==> config.mk <==
export PLATFORM = sky130hd
export DESIGN_NAME = sfsu_queue
export DESIGN_NICKNAME = d
export VERILOG_FILES = /design/src/rtl/core/sfsu_pkg.sv /design/src/rtl/core/sfsu_queue.sv
export VERILOG_INCLUDE_DIRS = /design/src /design/src/rtl/core
export SDC_FILE = /design/constraint.sdc
export NUM_CORES = 1
export LEC_CHECK = 0
export ABC_AREA = 1
export BUFFER_PORTS_ARGS = -buffer_cell sky130_fd_sc_hd__buf_2
export CORE_MARGIN = 4
export CORE_UTILIZATION = 55
export DETAILED_ROUTE_END_ITERATION = 8
export PLACE_DENSITY = 0.79
export SLEW_MARGIN = 20
export SYNTH_ARGS = -nofsm -noshare
export SYNTH_HDL_FRONTEND = slang
export SYNTH_SLANG_ARGS = --single-unit
==> constraint.sdc <==
create_clock -name clk -period 4.6 [get_ports clk]
set_clock_uncertainty 0.15 [all_clocks]
set_input_delay 0.23 -clock clk [delete_from_list [all_inputs] [get_ports clk]]
set_output_delay 0.23 -clock clk [all_outputs]
set_load 0.05 [all_outputs]
==> src/rtl/core/assert_macros.svh <==
// Assertion macros shared by the star update RTL.
`ifndef ASSERT_MACROS_SVH
`define ASSERT_MACROS_SVH

// Property must hold at every clock edge outside reset.
`define SFSU_ASSERT(label, prop, msg) \
	label: assert property (@(posedge clk) disable iff (!arst_n) prop) \
		else $error(msg);

// Condition must never be true at a clock edge outside reset.
`define SFSU_ASSERT_NEVER(label, cond, msg) \
	label: assert property (@(posedge clk) disable iff (!arst_n) !(cond)) \
		else $error(msg);

`endif

==> src/rtl/core/sfsu_pkg.sv <==
// Types and constants of the starfield star update block.
`timescale 1ns / 1ps
package sfsu_pkg;

	localparam int STAR_COUNT   = 256;
	localparam int MEM_AW       = $clog2(STAR_COUNT);
	localparam int ROTATE_STEPS = 2;
	localparam logic [8:0] DEPTH_MAX = 9'd500;

	// job queue between front and back end
	localparam int QDEPTH = 4;
	localparam int QAW    = $clog2(QDEPTH);

	localparam logic KIND_PLACE   = 1'b0;
	localparam logic KIND_ADVANCE = 1'b1;

	localparam int CFG_IDX_W = 3;
	localparam logic [CFG_IDX_W-1:0] REG_SCREEN_WIDTH  = 3'd0;
	localparam logic [CFG_IDX_W-1:0] REG_SCREEN_HEIGHT = 3'd1;
	localparam logic [CFG_IDX_W-1:0] REG_HOLE_A        = 3'd2;
	localparam logic [CFG_IDX_W-1:0] REG_HOLE_B        = 3'd3;
	localparam logic [CFG_IDX_W-1:0] REG_HOLE_C        = 3'd4;
	localparam logic [CFG_IDX_W-1:0] REG_STAR_SPEED    = 3'd5;
	localparam logic [CFG_IDX_W-1:0] REG_ROTATE_SHIFT  = 3'd6;

	typedef struct packed {
		logic               kind;
		logic [7:0]         star_index;
		logic signed [15:0] new_x;
		logic signed [15:0] new_y;
		logic [8:0]         new_depth;
		logic [7:0]         new_color;
		logic signed [15:0] respawn_x;
		logic signed [15:0] respawn_y;
	} item_t;

	typedef struct packed {
		logic        plot_valid;
		logic [14:0] plot_x;
		logic [14:0] plot_y;
		logic [7:0]  plot_color;
		logic        draw;
		logic        off_screen;
		logic        last;
	} result_t;

	typedef struct packed {
		logic signed [15:0] x;
		logic signed [15:0] y;
		logic [8:0]         z;
		logic [7:0]         color;
	} star_t;

	typedef struct packed {
		logic [14:0] screen_width;
		logic [14:0] screen_height;
		logic [63:0] hole_a;
		logic [63:0] hole_b;
		logic [63:0] hole_c;
		logic [7:0]  star_speed;
		logic [3:0]  rotate_shift;
	} cfg_t;

	// one queued item: old star for the erase, updated star for the draw
	typedef struct packed {
		logic               advance;
		logic [MEM_AW-1:0]  addr;
		star_t              old_star;
		star_t              new_star;
		logic signed [15:0] respawn_x;
		logic signed [15:0] respawn_y;
	} job_t;

	typedef struct packed {
		logic              we;
		logic [MEM_AW-1:0] addr;
		star_t             data;
	} wb_t;

	// stars still owned by the back end, for the front end hazard check
	typedef struct packed {
		logic              cur_v;
		logic [MEM_AW-1:0] cur_addr;
		logic              d1_v;
		logic [MEM_AW-1:0] d1_addr;
		logic              d2_v;
		logic [MEM_AW-1:0] d2_addr;
	} inflight_t;

endpackage

==> src/rtl/core/sfsu_queue.sv <==
// Job queue between the front end and the back end.
`timescale 1ns / 1ps
`include "assert_macros.svh"
module sfsu_queue (
	input  logic                        clk,
	input  logic                        arst_n,
	input  logic                        push,
	input  sfsu_pkg::job_t              push_job,
	input  logic                        pop,
	output sfsu_pkg::job_t              head,
	output logic                        empty,
	output logic [sfsu_pkg::QAW:0]      count,
	input  logic [sfsu_pkg::MEM_AW-1:0] probe_addr,
	output logic                        hit
);
	localparam int QAW = sfsu_pkg::QAW;

	sfsu_pkg::job_t entry_q [sfsu_pkg::QDEPTH];
	logic [QAW-1:0] wr_ptr_q;
	logic [QAW-1:0] rd_ptr_q;
	logic [QAW:0]   count_q;

	assign head  = entry_q[rd_ptr_q];
	assign empty = (count_q == '0);
	assign count = count_q;

	// any occupied entry addressing the probed star
	always_comb begin
		logic [QAW-1:0] rel;
		hit = 1'b0;
		for (int i = 0; i < sfsu_pkg::QDEPTH; i++) begin
			rel = QAW'(i) - rd_ptr_q;
			if (({1'b0, rel} < count_q) && (entry_q[i].addr == probe_addr)) begin
				hit = 1'b1;
			end
		end
	end

	always_ff @(posedge clk or negedge arst_n) begin
		if (!arst_n) begin
			wr_ptr_q <= '0;
			rd_ptr_q <= '0;
			count_q  <= '0;
		end else begin
			if (push) begin
				wr_ptr_q <= wr_ptr_q + 1'b1;
			end
			if (pop) begin
				rd_ptr_q <= rd_ptr_q + 1'b1;
			end
			if (push && !pop) begin
				count_q <= count_q + 1'b1;
			end else if (pop && !push) begin
				count_q <= count_q - 1'b1;
			end
		end
	end

	always_ff @(posedge clk) begin
		if (push) begin
			entry_q[wr_ptr_q] <= push_job;
		end
	end

	`SFSU_ASSERT(a_no_overflow, push |-> (32'(count_q) < sfsu_pkg::QDEPTH), "job queue overflow")
	`SFSU_ASSERT_NEVER(a_no_underflow, pop && (count_q == '0), "pop from empty job queue")

endmodule

==> results.md <==
- Worst path max stage delay: 1.09 ns
- Layout cells sized above 1: 0.218
- CP Cell Sequence: buf_4, inv_1, ha_1, inv_1, a21oi_1, o21ai_0, nand3_1, nand2_1, inv_1, nand2_1, buf_2
- Worst skew pair latency: 0.57 ns
- First-pass GRT wire length: 78.1 mm
- Commonest non-fill, non-tap cell in the layout: edfxtp_1
- Syn_area_per_cell: roughly 16 µm²
- Post-route clock period utilization: 0.810
- FF+latch count, synth: 563
- Slew Viols, Final: 0
- H-tree levels: 2
- CTS buffer count: 54
- Commonest non-fill, non-tap cells in the layout: edfxtp_1, nand3_1, buf_2
- Initial antenna violation count: 4
- CP required: 4.22 ns
- # IOs: 295
- Outcome: finished, final reports clean
- Clock transition at path regs: 0.07 ns
- Detail Placement HPWL: 26.4 mm
- Maximum clock path buffer count: 3
- WP data arrival: 3.34 ns
- Max_slew headroom: 0.311
- Syn Nets: 1,535
- First drt pass iteration count: 6
- Minimum clock period: 3.72 ns
- Hold Crit Class: in -> reg
- Final setup vio count: 0
- Pleak: 9.56 nW
- Fmax: 268 MHz
- Crit path kind: reg -> out
- RD Place Congestion: 0.829
- Worst setup EP type: output port
- Die width: 206 µm
- Yosys warns: 0
- Share of the yosys chip area belonging to registers: 0.784
- Buffers added on ports: approximately 290
- Area share of the largest cell type after synthesis: 0.776
- Final ANT Viol Nets: 0
- Core Rows: 72
- Core area: 38,600 µm²
- Cell mode on critical path: inv_1
- Root Buffer: clkbuf_16
- Synth Cell Area: 21,500 µm²
- Vias in the first global route: 14,000
- PwrDens: 768 nW/µm²
- Grt total ovfl: 0
- RSZ-0062 raised after global routing: false
- Final Hold Fails: 0
- Slew @ Worst Pin: just over 1 ns
- Die area: 42,400 µm²
- Maximum fanout along the worst path: 84
- Distinct cells, synth: 25
- Slowest CP cell: dfrtp_4
- Synth Instances: around 1,400
- DRT Wirelength: between 50 and 60 mm
- Die H: 206 µm
- Top cells by area, synth: edfxtp_1, nand3_1, a22oi_1
- Total track usage: 0.237
- Vias: around 14,000
- Nets@finish: 1,945
- Register area: about 17,000 µm²
- Residual DRC: 0
- Setup bufs post-CTS: 0
- CTS tree: yes
- Critical Path Start Type: register
- DR iter-0 viols: 1,224
- Total Neg Setup Slack: 0 ns
- Dominant cell type by area after synthesis: edfxtp_1
- Worst VDD drop: 733 µV
- Core Util, Final: 0.683
- Initial Util: 0.557
- Drt via density: 5.89
- Clock sinks: between 500 and 600
- Mean routed wirelength per cell: 21.8 µm
- Maxcap violations: 0
- Fillers: 2,458
- Synth-to-Final Area Change: 22.7%
- Pin count of the biggest net entering global routing: 139
- Multi-input gate area: between 3000 and 4000 µm²
metal layers:
| layer | share of wire | vias to the layer above | track usage | wire (µm) |
|---|---|---|---|---|
| met5 | 0 | - | 0 | 0 |
| met1 | 0.38 | 6819 | 0.318 | 19600 |
| met3 | 0.093 | 107 | 0.0448 | 4770 |
| met4 | 0.024 | 0 | 0.0727 | 1230 |
| met2 | 0.50 | 762 | 0.399 | 25600 |
| li1 | - | 6159 | - | - |
synth_stat cells (all sizes together):
master	n
xor2	9
buf	91
nand3	409
inv	36
fa	1
o21ai	7
ha	9
o211ai	5
xnor2	16
nand4	1
a21oi	5
nor3	1
nor2	16
nand2	60
clkbuf	7
dfrtp	7
a22oi	138
edfxtp	556
logic make-up after synthesis:
family / synth area share
flops: 0.784
buf+inv: 0.0374
fa+ha+maj: 0.00616
simple gates: 0.110
xor+xnor: 0.0102
compound gates: 0.0527
layout make-up:
class,instances,share of cell area
Antenna cell,5,0.000474
Clock buffer,62,0.0531
Clock inverter,37,0.0147
Inverter,36,0.00597
Multi-Input combinational cell,677,0.146
Sequential cell,563,0.639
Tap cell,518,0.0245
Timing Repair Buffer,452,0.117
state kept, by name, summed over array words and instances (netlist names):
register	cells
wr_ptr_q	2
count	3
entry_q	556
rd_ptr_q	2
critical path, delay by kind of cell, from the launching register on:
kind	cells	cell delay (ns)
buffers and inverters	5	0.89
AOI/OAI and AO/OA	2	0.24
and+or+nand+nor	3	0.21
adders and majority gates	1	0.30
DFF	1	1.09
where the power goes:
part	internal (W)	leakage, nW	total (W)	switching [W]
Clock	0.00263	0.875	0.00446	0.00183
Combinational	0.00177	3.50	0.00871	0.00693
Sequential	0.00671	5.19	0.00711	0.000392
Total	0.0111	9.56	0.0203	0.00916
path summary, 6_finish.rpt:
kind | startpoint | end | slack, ns | cells past startpoint
min reg2reg | wr_ptr_q[0] | wr_ptr_q[0] | 0.39 | 1
min | push_job[61] | entry_q[2][61] | 0.24 | 2
min in group asynchronous | arst_n | rd_ptr_q[1] | 0.51 | 3
max in group asynchronous | arst_n | rd_ptr_q[0] | 3.48 | 3
max | rd_ptr_q[1] | hit | 0.88 | 11
max reg2reg | wr_ptr_q[0] | entry_q[0][13] | 2.20 | 5
through the flow:
stage | total power [W] | setup WS (ns) | hold slack, ns | std cells | cell area, µm²
after floorplan | 0.0138 | 0.588 | -0.216 | 1374 | 21500
final | 0.0203 | 0.875 | 0.237 | 2350 | 26400
after CTS | 0.0203 | 0.917 | 0.204 | 2345 | 26400
after detailed placement | 0.0157 | 1.56 | -0.0621 | 2103 | 23200
after global routing | 0.0211 | 0.743 | 0.233 | 2349 | 26400
after global placement | 0.0156 | 1.64 | -0.0749 | 2103 | 23200
what timing repair did:
item                      CTS  global route
hold endpoints to repair  569             0
hold buffers              143             0
gates resized for setup     0             0
Note: power is estimated with default switching activity, not from simulation.
