## src/rtl/core/assert_macros.svh

```systemverilog
// Assertion macros shared by the star update RTL.
`ifndef ASSERT_MACROS_SVH
`define ASSERT_MACROS_SVH

// Property must hold at every clock edge outside reset.
`define SFSU_ASSERT(label, prop, msg) \
	label: assert property (@(posedge clk) disable iff (!arst_n) prop) \
		else $error(msg);

// Condition must never be true at a clock edge outside reset.
`define SFSU_ASSERT_NEVER(label, cond, msg) \
	label: assert property (@(posedge clk) disable iff (!arst_n) !(cond)) \
		else $error(msg);

`endif

```

## src/rtl/core/sfsu_pkg.sv

```systemverilog
// Types and constants of the starfield star update block.
`timescale 1ns / 1ps
package sfsu_pkg;

	localparam int STAR_COUNT   = 256;
	localparam int MEM_AW       = $clog2(STAR_COUNT);
	localparam int ROTATE_STEPS = 2;
	localparam logic [8:0] DEPTH_MAX = 9'd500;

	// job queue between front and back end
	localparam int QDEPTH = 4;
	localparam int QAW    = $clog2(QDEPTH);

	localparam logic KIND_PLACE   = 1'b0;
	localparam logic KIND_ADVANCE = 1'b1;

	localparam int CFG_IDX_W = 3;
	localparam logic [CFG_IDX_W-1:0] REG_SCREEN_WIDTH  = 3'd0;
	localparam logic [CFG_IDX_W-1:0] REG_SCREEN_HEIGHT = 3'd1;
	localparam logic [CFG_IDX_W-1:0] REG_HOLE_A        = 3'd2;
	localparam logic [CFG_IDX_W-1:0] REG_HOLE_B        = 3'd3;
	localparam logic [CFG_IDX_W-1:0] REG_HOLE_C        = 3'd4;
	localparam logic [CFG_IDX_W-1:0] REG_STAR_SPEED    = 3'd5;
	localparam logic [CFG_IDX_W-1:0] REG_ROTATE_SHIFT  = 3'd6;

	typedef struct packed {
		logic               kind;
		logic [7:0]         star_index;
		logic signed [15:0] new_x;
		logic signed [15:0] new_y;
		logic [8:0]         new_depth;
		logic [7:0]         new_color;
		logic signed [15:0] respawn_x;
		logic signed [15:0] respawn_y;
	} item_t;

	typedef struct packed {
		logic        plot_valid;
		logic [14:0] plot_x;
		logic [14:0] plot_y;
		logic [7:0]  plot_color;
		logic        draw;
		logic        off_screen;
		logic        last;
	} result_t;

	typedef struct packed {
		logic signed [15:0] x;
		logic signed [15:0] y;
		logic [8:0]         z;
		logic [7:0]         color;
	} star_t;

	typedef struct packed {
		logic [14:0] screen_width;
		logic [14:0] screen_height;
		logic [63:0] hole_a;
		logic [63:0] hole_b;
		logic [63:0] hole_c;
		logic [7:0]  star_speed;
		logic [3:0]  rotate_shift;
	} cfg_t;

	// one queued item: old star for the erase, updated star for the draw
	typedef struct packed {
		logic               advance;
		logic [MEM_AW-1:0]  addr;
		star_t              old_star;
		star_t              new_star;
		logic signed [15:0] respawn_x;
		logic signed [15:0] respawn_y;
	} job_t;

	typedef struct packed {
		logic              we;
		logic [MEM_AW-1:0] addr;
		star_t             data;
	} wb_t;

	// stars still owned by the back end, for the front end hazard check
	typedef struct packed {
		logic              cur_v;
		logic [MEM_AW-1:0] cur_addr;
		logic              d1_v;
		logic [MEM_AW-1:0] d1_addr;
		logic              d2_v;
		logic [MEM_AW-1:0] d2_addr;
	} inflight_t;

endpackage

```

## src/rtl/core/sfsu_back.sv

```systemverilog
// Back end: erase/draw sequencing, two-stage divider, projection and clipping.
`timescale 1ns / 1ps
`include "assert_macros.svh"
module sfsu_back (
	input  logic                clk,
	input  logic                arst_n,
	input  sfsu_pkg::cfg_t      cfg,
	input  sfsu_pkg::job_t      q_head,
	input  logic                q_empty,
	output logic                pop,
	output sfsu_pkg::inflight_t inflight,
	output sfsu_pkg::wb_t       wb,
	output logic                done,
	output sfsu_pkg::result_t   result
);
	localparam int AW = sfsu_pkg::MEM_AW;

	typedef struct packed {
		logic               draw;
		logic               advance;
		logic [AW-1:0]      addr;
		sfsu_pkg::star_t    star;
		logic signed [15:0] respawn_x;
		logic signed [15:0] respawn_y;
		logic               sx;
		logic               sy;
		logic [7:0]         ax_lo;
		logic [7:0]         ay_lo;
		logic [7:0]         qx_hi;
		logic [7:0]         qy_hi;
		logic [8:0]         rx;
		logic [8:0]         ry;
	} d1_t;

	typedef struct packed {
		logic               draw;
		logic               advance;
		logic [AW-1:0]      addr;
		sfsu_pkg::star_t    star;
		logic signed [15:0] respawn_x;
		logic signed [15:0] respawn_y;
		logic               sx;
		logic               sy;
		logic [15:0]        qx;
		logic [15:0]        qy;
	} d2_t;

	sfsu_pkg::job_t    cur_q;
	logic              cur_v_q;
	logic              phase_q;
	logic              v_d1;
	d1_t               job_d1;
	logic              v_d2;
	d2_t               job_d2;
	logic              done_q;
	sfsu_pkg::result_t res_q;

	logic              cur_finish;
	logic              cur_load;
	d1_t               issue;
	d2_t               next_d2;
	sfsu_pkg::result_t res_d;
	logic              off;

	// eight restoring division steps; returns {quotient bits, remainder}
	function automatic logic [16:0] div_step8(input logic [8:0] rem_in,
		input logic [7:0] bits, input logic [8:0] z);
		logic [9:0] r;
		logic [7:0] q;
		r = {1'b0, rem_in};
		q = '0;
		for (int i = 7; i >= 0; i--) begin
			r = {r[8:0], bits[i]};
			if (r >= {1'b0, z}) begin
				r    = r - {1'b0, z};
				q[i] = 1'b1;
			end
		end
		return {q, r[8:0]};
	endfunction

	function automatic logic in_hole(input logic [63:0] h,
		input logic signed [17:0] px, input logic signed [17:0] py);
		logic signed [17:0] x1;
		logic signed [17:0] y1;
		logic signed [17:0] x2;
		logic signed [17:0] y2;
		x1 = {{2{h[15]}}, h[15:0]};
		y1 = {{2{h[31]}}, h[31:16]};
		x2 = {{2{h[47]}}, h[47:32]};
		y2 = {{2{h[63]}}, h[63:48]};
		return (px >= x1) && (px < x2) && (py >= y1) && (py < y2);
	endfunction

	// advance: erase in phase 0, draw in phase 1; place: draw only
	assign cur_finish = cur_v_q && (!cur_q.advance || phase_q);
	assign cur_load   = !cur_v_q || cur_finish;
	assign pop        = cur_load && !q_empty;

	always_ff @(posedge clk or negedge arst_n) begin
		if (!arst_n) begin
			cur_v_q <= 1'b0;
			phase_q <= 1'b0;
			v_d1    <= 1'b0;
			v_d2    <= 1'b0;
			done_q  <= 1'b0;
		end else begin
			if (cur_load) begin
				cur_v_q <= !q_empty;
				phase_q <= 1'b0;
			end else if (cur_v_q) begin
				phase_q <= 1'b1;
			end
			v_d1   <= cur_v_q;
			v_d2   <= v_d1;
			done_q <= v_d2;
		end
	end

	always_comb begin
		logic [15:0] ax;
		logic [15:0] ay;
		logic [16:0] dx;
		logic [16:0] dy;
		issue.draw      = !(cur_q.advance && !phase_q);
		issue.advance   = cur_q.advance;
		issue.addr      = cur_q.addr;
		issue.star      = issue.draw ? cur_q.new_star : cur_q.old_star;
		issue.respawn_x = cur_q.respawn_x;
		issue.respawn_y = cur_q.respawn_y;
		issue.sx        = issue.star.x[15];
		issue.sy        = issue.star.y[15];
		// magnitude fits 16 bits unsigned, including the most negative value
		ax = issue.sx ? 16'(-issue.star.x) : issue.star.x;
		ay = issue.sy ? 16'(-issue.star.y) : issue.star.y;
		dx = div_step8(9'd0, ax[15:8], issue.star.z);
		dy = div_step8(9'd0, ay[15:8], issue.star.z);
		issue.qx_hi = dx[16:9];
		issue.rx    = dx[8:0];
		issue.qy_hi = dy[16:9];
		issue.ry    = dy[8:0];
		issue.ax_lo = ax[7:0];
		issue.ay_lo = ay[7:0];
	end

	always_comb begin
		logic [16:0] dx;
		logic [16:0] dy;
		dx = div_step8(job_d1.rx, job_d1.ax_lo, job_d1.star.z);
		dy = div_step8(job_d1.ry, job_d1.ay_lo, job_d1.star.z);
		next_d2.draw      = job_d1.draw;
		next_d2.advance   = job_d1.advance;
		next_d2.addr      = job_d1.addr;
		next_d2.star      = job_d1.star;
		next_d2.respawn_x = job_d1.respawn_x;
		next_d2.respawn_y = job_d1.respawn_y;
		next_d2.sx        = job_d1.sx;
		next_d2.sy        = job_d1.sy;
		next_d2.qx        = {job_d1.qx_hi, dx[16:9]};
		next_d2.qy        = {job_d1.qy_hi, dy[16:9]};
	end

	always_ff @(posedge clk) begin
		if (pop) begin
			cur_q <= q_head;
		end
		job_d1 <= issue;
		job_d2 <= next_d2;
		res_q  <= res_d;
	end

	// projection, screen test and clipping
	always_comb begin
		logic signed [17:0] hx;
		logic signed [17:0] hy;
		logic signed [17:0] qx;
		logic signed [17:0] qy;
		logic signed [17:0] px;
		logic signed [17:0] py;
		logic signed [17:0] sw;
		logic signed [17:0] sh;
		logic               clip;
		logic               valid;
		hx = {4'b0, cfg.screen_width[14:1]};
		hy = {4'b0, cfg.screen_height[14:1]};
		sw = {3'b0, cfg.screen_width};
		sh = {3'b0, cfg.screen_height};
		qx = {2'b0, job_d2.qx};
		qy = {2'b0, job_d2.qy};
		px = job_d2.sx ? (hx - qx) : (hx + qx);
		py = job_d2.sy ? (hy - qy) : (hy + qy);
		off = (job_d2.star.z == '0) || (px < 0) || (px >= sw) || (py < 0) || (py >= sh);
		clip = in_hole(cfg.hole_a, px, py) || in_hole(cfg.hole_b, px, py) ||
			in_hole(cfg.hole_c, px, py);
		valid = !off && !clip;
		res_d.plot_valid = valid;
		res_d.plot_x     = valid ? px[14:0] : '0;
		res_d.plot_y     = valid ? py[14:0] : '0;
		res_d.plot_color = job_d2.star.color;
		res_d.draw       = job_d2.draw;
		res_d.off_screen = job_d2.draw && off;
		res_d.last       = job_d2.draw;
	end

	// final star write: an advanced star that left the screen respawns far away
	always_comb begin
		wb.we   = v_d2 && job_d2.draw;
		wb.addr = job_d2.addr;
		wb.data = job_d2.star;
		if (job_d2.advance && off) begin
			wb.data.x = job_d2.respawn_x;
			wb.data.y = job_d2.respawn_y;
			wb.data.z = sfsu_pkg::DEPTH_MAX;
		end
	end

	assign inflight.cur_v    = cur_v_q;
	assign inflight.cur_addr = cur_q.addr;
	assign inflight.d1_v     = v_d1;
	assign inflight.d1_addr  = job_d1.addr;
	assign inflight.d2_v     = v_d2;
	assign inflight.d2_addr  = job_d2.addr;

	assign done   = done_q;
	assign result = res_q;

	`SFSU_ASSERT(a_erase_then_draw, done_q && !res_q.draw |=> done_q && res_q.draw, "erase not followed by draw")

endmodule
```

## config.mk

```make
export PLATFORM = sky130hd
export DESIGN_NAME = sfsu_back
export DESIGN_NICKNAME = d
export VERILOG_FILES = /design/src/rtl/core/sfsu_pkg.sv /design/src/rtl/core/sfsu_back.sv
export VERILOG_INCLUDE_DIRS = /design/src /design/src/rtl/core
export SDC_FILE = /design/constraint.sdc
export NUM_CORES = 1
export LEC_CHECK = 0
export BUFFER_PORTS_ARGS = -buffer_cell sky130_fd_sc_hd__buf_2
export CAP_MARGIN = 30
export CORE_MARGIN = 8
export CORE_UTILIZATION = 45
export DETAILED_ROUTE_END_ITERATION = 10
export PLACE_DENSITY = 0.64
export SYNTH_ARGS = -nofsm -noshare
export SYNTH_HDL_FRONTEND = slang
export SYNTH_SLANG_ARGS = --single-unit
```

## constraint.sdc

```tcl
create_clock -name clk -period 46.3 [get_ports clk]
set_clock_uncertainty 0.2 [all_clocks]
set_input_delay 11.575 -clock clk [delete_from_list [all_inputs] [get_ports clk]]
set_output_delay 11.575 -clock clk [all_outputs]
set_load 0.005 [all_outputs]
```

==> summary.txt <==
Setup path
  – R2r setup slk: 23.71 ns
  – Arr. time, crit path: 17.39 ns
  – Worst path max stage delay: 0.53 ns
  – Crit-path slowest cell: or4b_1
  – Setup CP Type: in2out
  – WP data required: 34.52 ns
  – Critical path peak fanout: 41
  – Worst path top cell family by delay: compound AO/OA/AOI/OAI gates
  – RR Endpoint: job_d1[3]
  – Buf+Inv Stages, Crit Path: 5
  – Top cell by count, worst path: a21o_1
  – Worst r2r src: cur_q[138]
  – Worst path cell trace: buf_2 -> inv_1 -> ha_1 -> inv_1 -> fa_1 -> a21o_1 -> a21o_1 -> a21o_1 -> a21o_1 -> a21oi_1 -> o31ai_1 -> and2_1 -> o21a_1 -> o21ai_0 -> o31ai_1 -> xnor2_1 -> ha_1 -> a311oi_1 -> nand2_1 -> or4b_1 -> o41ai_2 -> buf_4 -> mux2_2 -> buf_2
  – R2R cell count: 81
  – CP startpoint kind: input port
  – Crit path capture type: output pin

Die
  – Row count: 103
  – Initial Utilization: 0.454
  – Die W: 298 um
  – DIE HEIGHT: 298 um
  – Core area: 78,900 um^2
  – DIE AREA: 88,800 um^2
  – I/O pins: 505

Clock tree
  – H-tree depth: 2
  – Max Root-Sink Buffers: 3
  – Clock sink count: 447
  – CTS buffer count: 49
  – TritonCTS clock tree: done
  – Root Buffer: clkbuf_16
  – Hold buffer count at cts: 0
  – Postcts setup bufs: 0
  – Worst-Skew Late Latency: 0.61 ns
  – Reg clk slew, reported paths: 0.06 ns
  – Post_cts resized: 0

Global routing
  – GR Util met2: 0.352
  – Antenna violations before repair: 18
  – Total GRT Usage: 0.212
  – Vias in the first global route: 28.9k
  – Gr ovfl total: 0
  – Largest net degree at the start of global routing: 140
  – Met1 global-route usage: 0.277
  – First-pass GRT wire length: 155,000 um
  – GR peak layer: met2
  – GR Layer Usage met3: 0.0442

Final layout
  – Layout Cell Area excl Fill: 41,300 um^2
  – Nets: 5,320
  – Share of cells above drive strength 1: 0.198
  – Syn-to-layout area delta: 15.3%

Worst hold path
  – Hold WC Path Type: reg2reg
  – Hold Path Depth: 0
  – Min-delay src: job_d1[122]
  – Worst Hold Path EP: job_d2[104]

Yosys
  – Post-Syn Area per Cell: 9.32 um^2
  – Synth cell count leaders: 572 x ha_1, 422 x inv_1, 303 x dfxtp_1, 218 x a21oi_1, 207 x nor2_1
  – Async SR Flop Fraction: 0.0112
  – Cell taking the most area after synthesis: ha_1
  – Gate Count Post-Synth: 3,838
  – EDFF count, synth: 139
  – Yosys Warn Count: 0
  – Syn nets: 4,818
  – Most frequent cell after synthesis: ha_1
  – Yosys cell types: 97
  – Post-Synthesis Cell Area: 35,800 um^2
  – Number of synthesized register bits: 447
  – Largest cells by area after synthesis: ha_1 20%, dfxtp_1 17%, edfxtp_1 12%
  – Synth top area share: 0.200
  – Seq/Total Area, Yosys: 0.290
  – Post-synth top flop: dfxtp_1

Drt
  – Routed Antenna Nets: 0
  – Vias: 29.0k
  – Final WL: 98,500 um
  – DRT iter0 DRCs: 1,588
  – Detailed Routing Iterations Pass 1: 7
  – DRC Markers: 0
  – Vias per cell: 5.33
  – Wirelength per Cell: 18.1 um

Timing
  – Achievable frequency: 34.3 MHz
  – Final setup vio count: 0
  – Final period util: 0.630
  – Final hold vios: 0
  – Setup tns final: 0 ns
  – Max_slew headroom: 0.254
  – Fin crit period: 29.17 ns
  – Slew Viols, Final: 0
  – Actual slew at the worst max-slew pin: 1.10 ns
  – Unrepaired setup endpoints after global routing: false

Placed design
  – Post-place instance area: 39,500 um^2
  – Post-DP HPWL: 78,800 um
  – Port-buffer cells: 492
  – Gpl congestion: 0.904

Status
  – Status: complete, no violations

Run
  – Total of max-cap violations: 0
-- worst max path at each step --
stage	from	to	cells after the start
floorplan	q_empty	pop	1
global placement	cfg[205]	wb[26]	24
detailed placement	cfg[205]	wb[26]	24
CTS	cfg[205]	wb[26]	24
global route	cfg[206]	wb[26]	24
finish	cfg[205]	wb[24]	24
-- metrics by stage --
| stage | std cells | setup WS, ns | hold slack, ns | utilization |
|---|---|---|---|---|
| detailed placement | 5339 | 17.00 | 0.112 | 0.501 |
| global route | 5435 | 16.65 | 0.126 | 0.523 |
| finish | 5441 | 17.13 | 0.120 | 0.523 |
| CTS | 5431 | 16.99 | 0.113 | 0.523 |
| floorplan | 3838 | 17.16 | 0.110 | - |
| global placement | 5337 | 17.10 | 0.110 | 0.501 |
-- routing by layer --
metal,vias up,share of wire,wire [um]
li1,14771,-,-
met1,13246,0.46,45000
met2,839,0.45,44300
met3,153,0.062,6150
met4,8,0.030,2940
met5,-,0.00056,55
-- kinds of logic after synthesis --
family,Yosys count,share of synthesized area
AND/OR/NAND/NOR,901,0.132
AO/OA/AOI/OAI,890,0.169
adder cells (fa/ha/maj),604,0.218
buffers and inverters,539,0.0629
flip-flops,447,0.290
multiplexers,246,0.0765
XOR/XNOR,211,0.0517
-- registers in the layout, summed over array words and instances (netlist names), 8 cells and up --
| register | count |
|---|---|
| job_d2 | 107 |
| wb | 8 |
| result | 41 |
| job_d1 | 131 |
| inflight | 24 |
| cur_q | 131 |
-- cell usage in the layout (no fill, tap or decap), types with 13 or more instances in the layout --
cell type and instances:
mux2i_1 75, a221oi_1 13, o21ai_0 173, and3_1 16, o21bai_1 24, clkbuf_16 51, inv_1 422, edfxtp_1 139
mux2_2 143, a21oi_1 218, buf_2 492, a21o_1 167, a31oi_1 25, nor4_1 19, a211oi_1 33, buf_4 57
xor2_1 75, mux2_4 19, o21a_1 59, and2_1 24, nand3_1 32, fa_1 32, nor4b_1 28, nor2b_1 108
o31ai_1 25, nand4_1 78, nor2_1 206, xnor2_1 136, nand2b_1 80, ha_1 572, a21boi_0 21, nand2_1 182
nor3_1 58, or3_1 15, dfxtp_1 303
-- final cells by class --
type / count / area [um^2]
clock buffers: 67 / 1440
clock inverters: 25 / 290
well taps: 1050 / 1310
repair buffers: 551 / 2930
flip-flops and latches: 447 / 10400
inverters: 439 / 1670
diodes: 10 / 25.0
multi-input cells: 2852 / 23200
fillers: 7273 / 37600
Power is left out: the tool's default activity adds up to more than one toggle a clock period on the data nets, which glitch-free logic cannot reach.
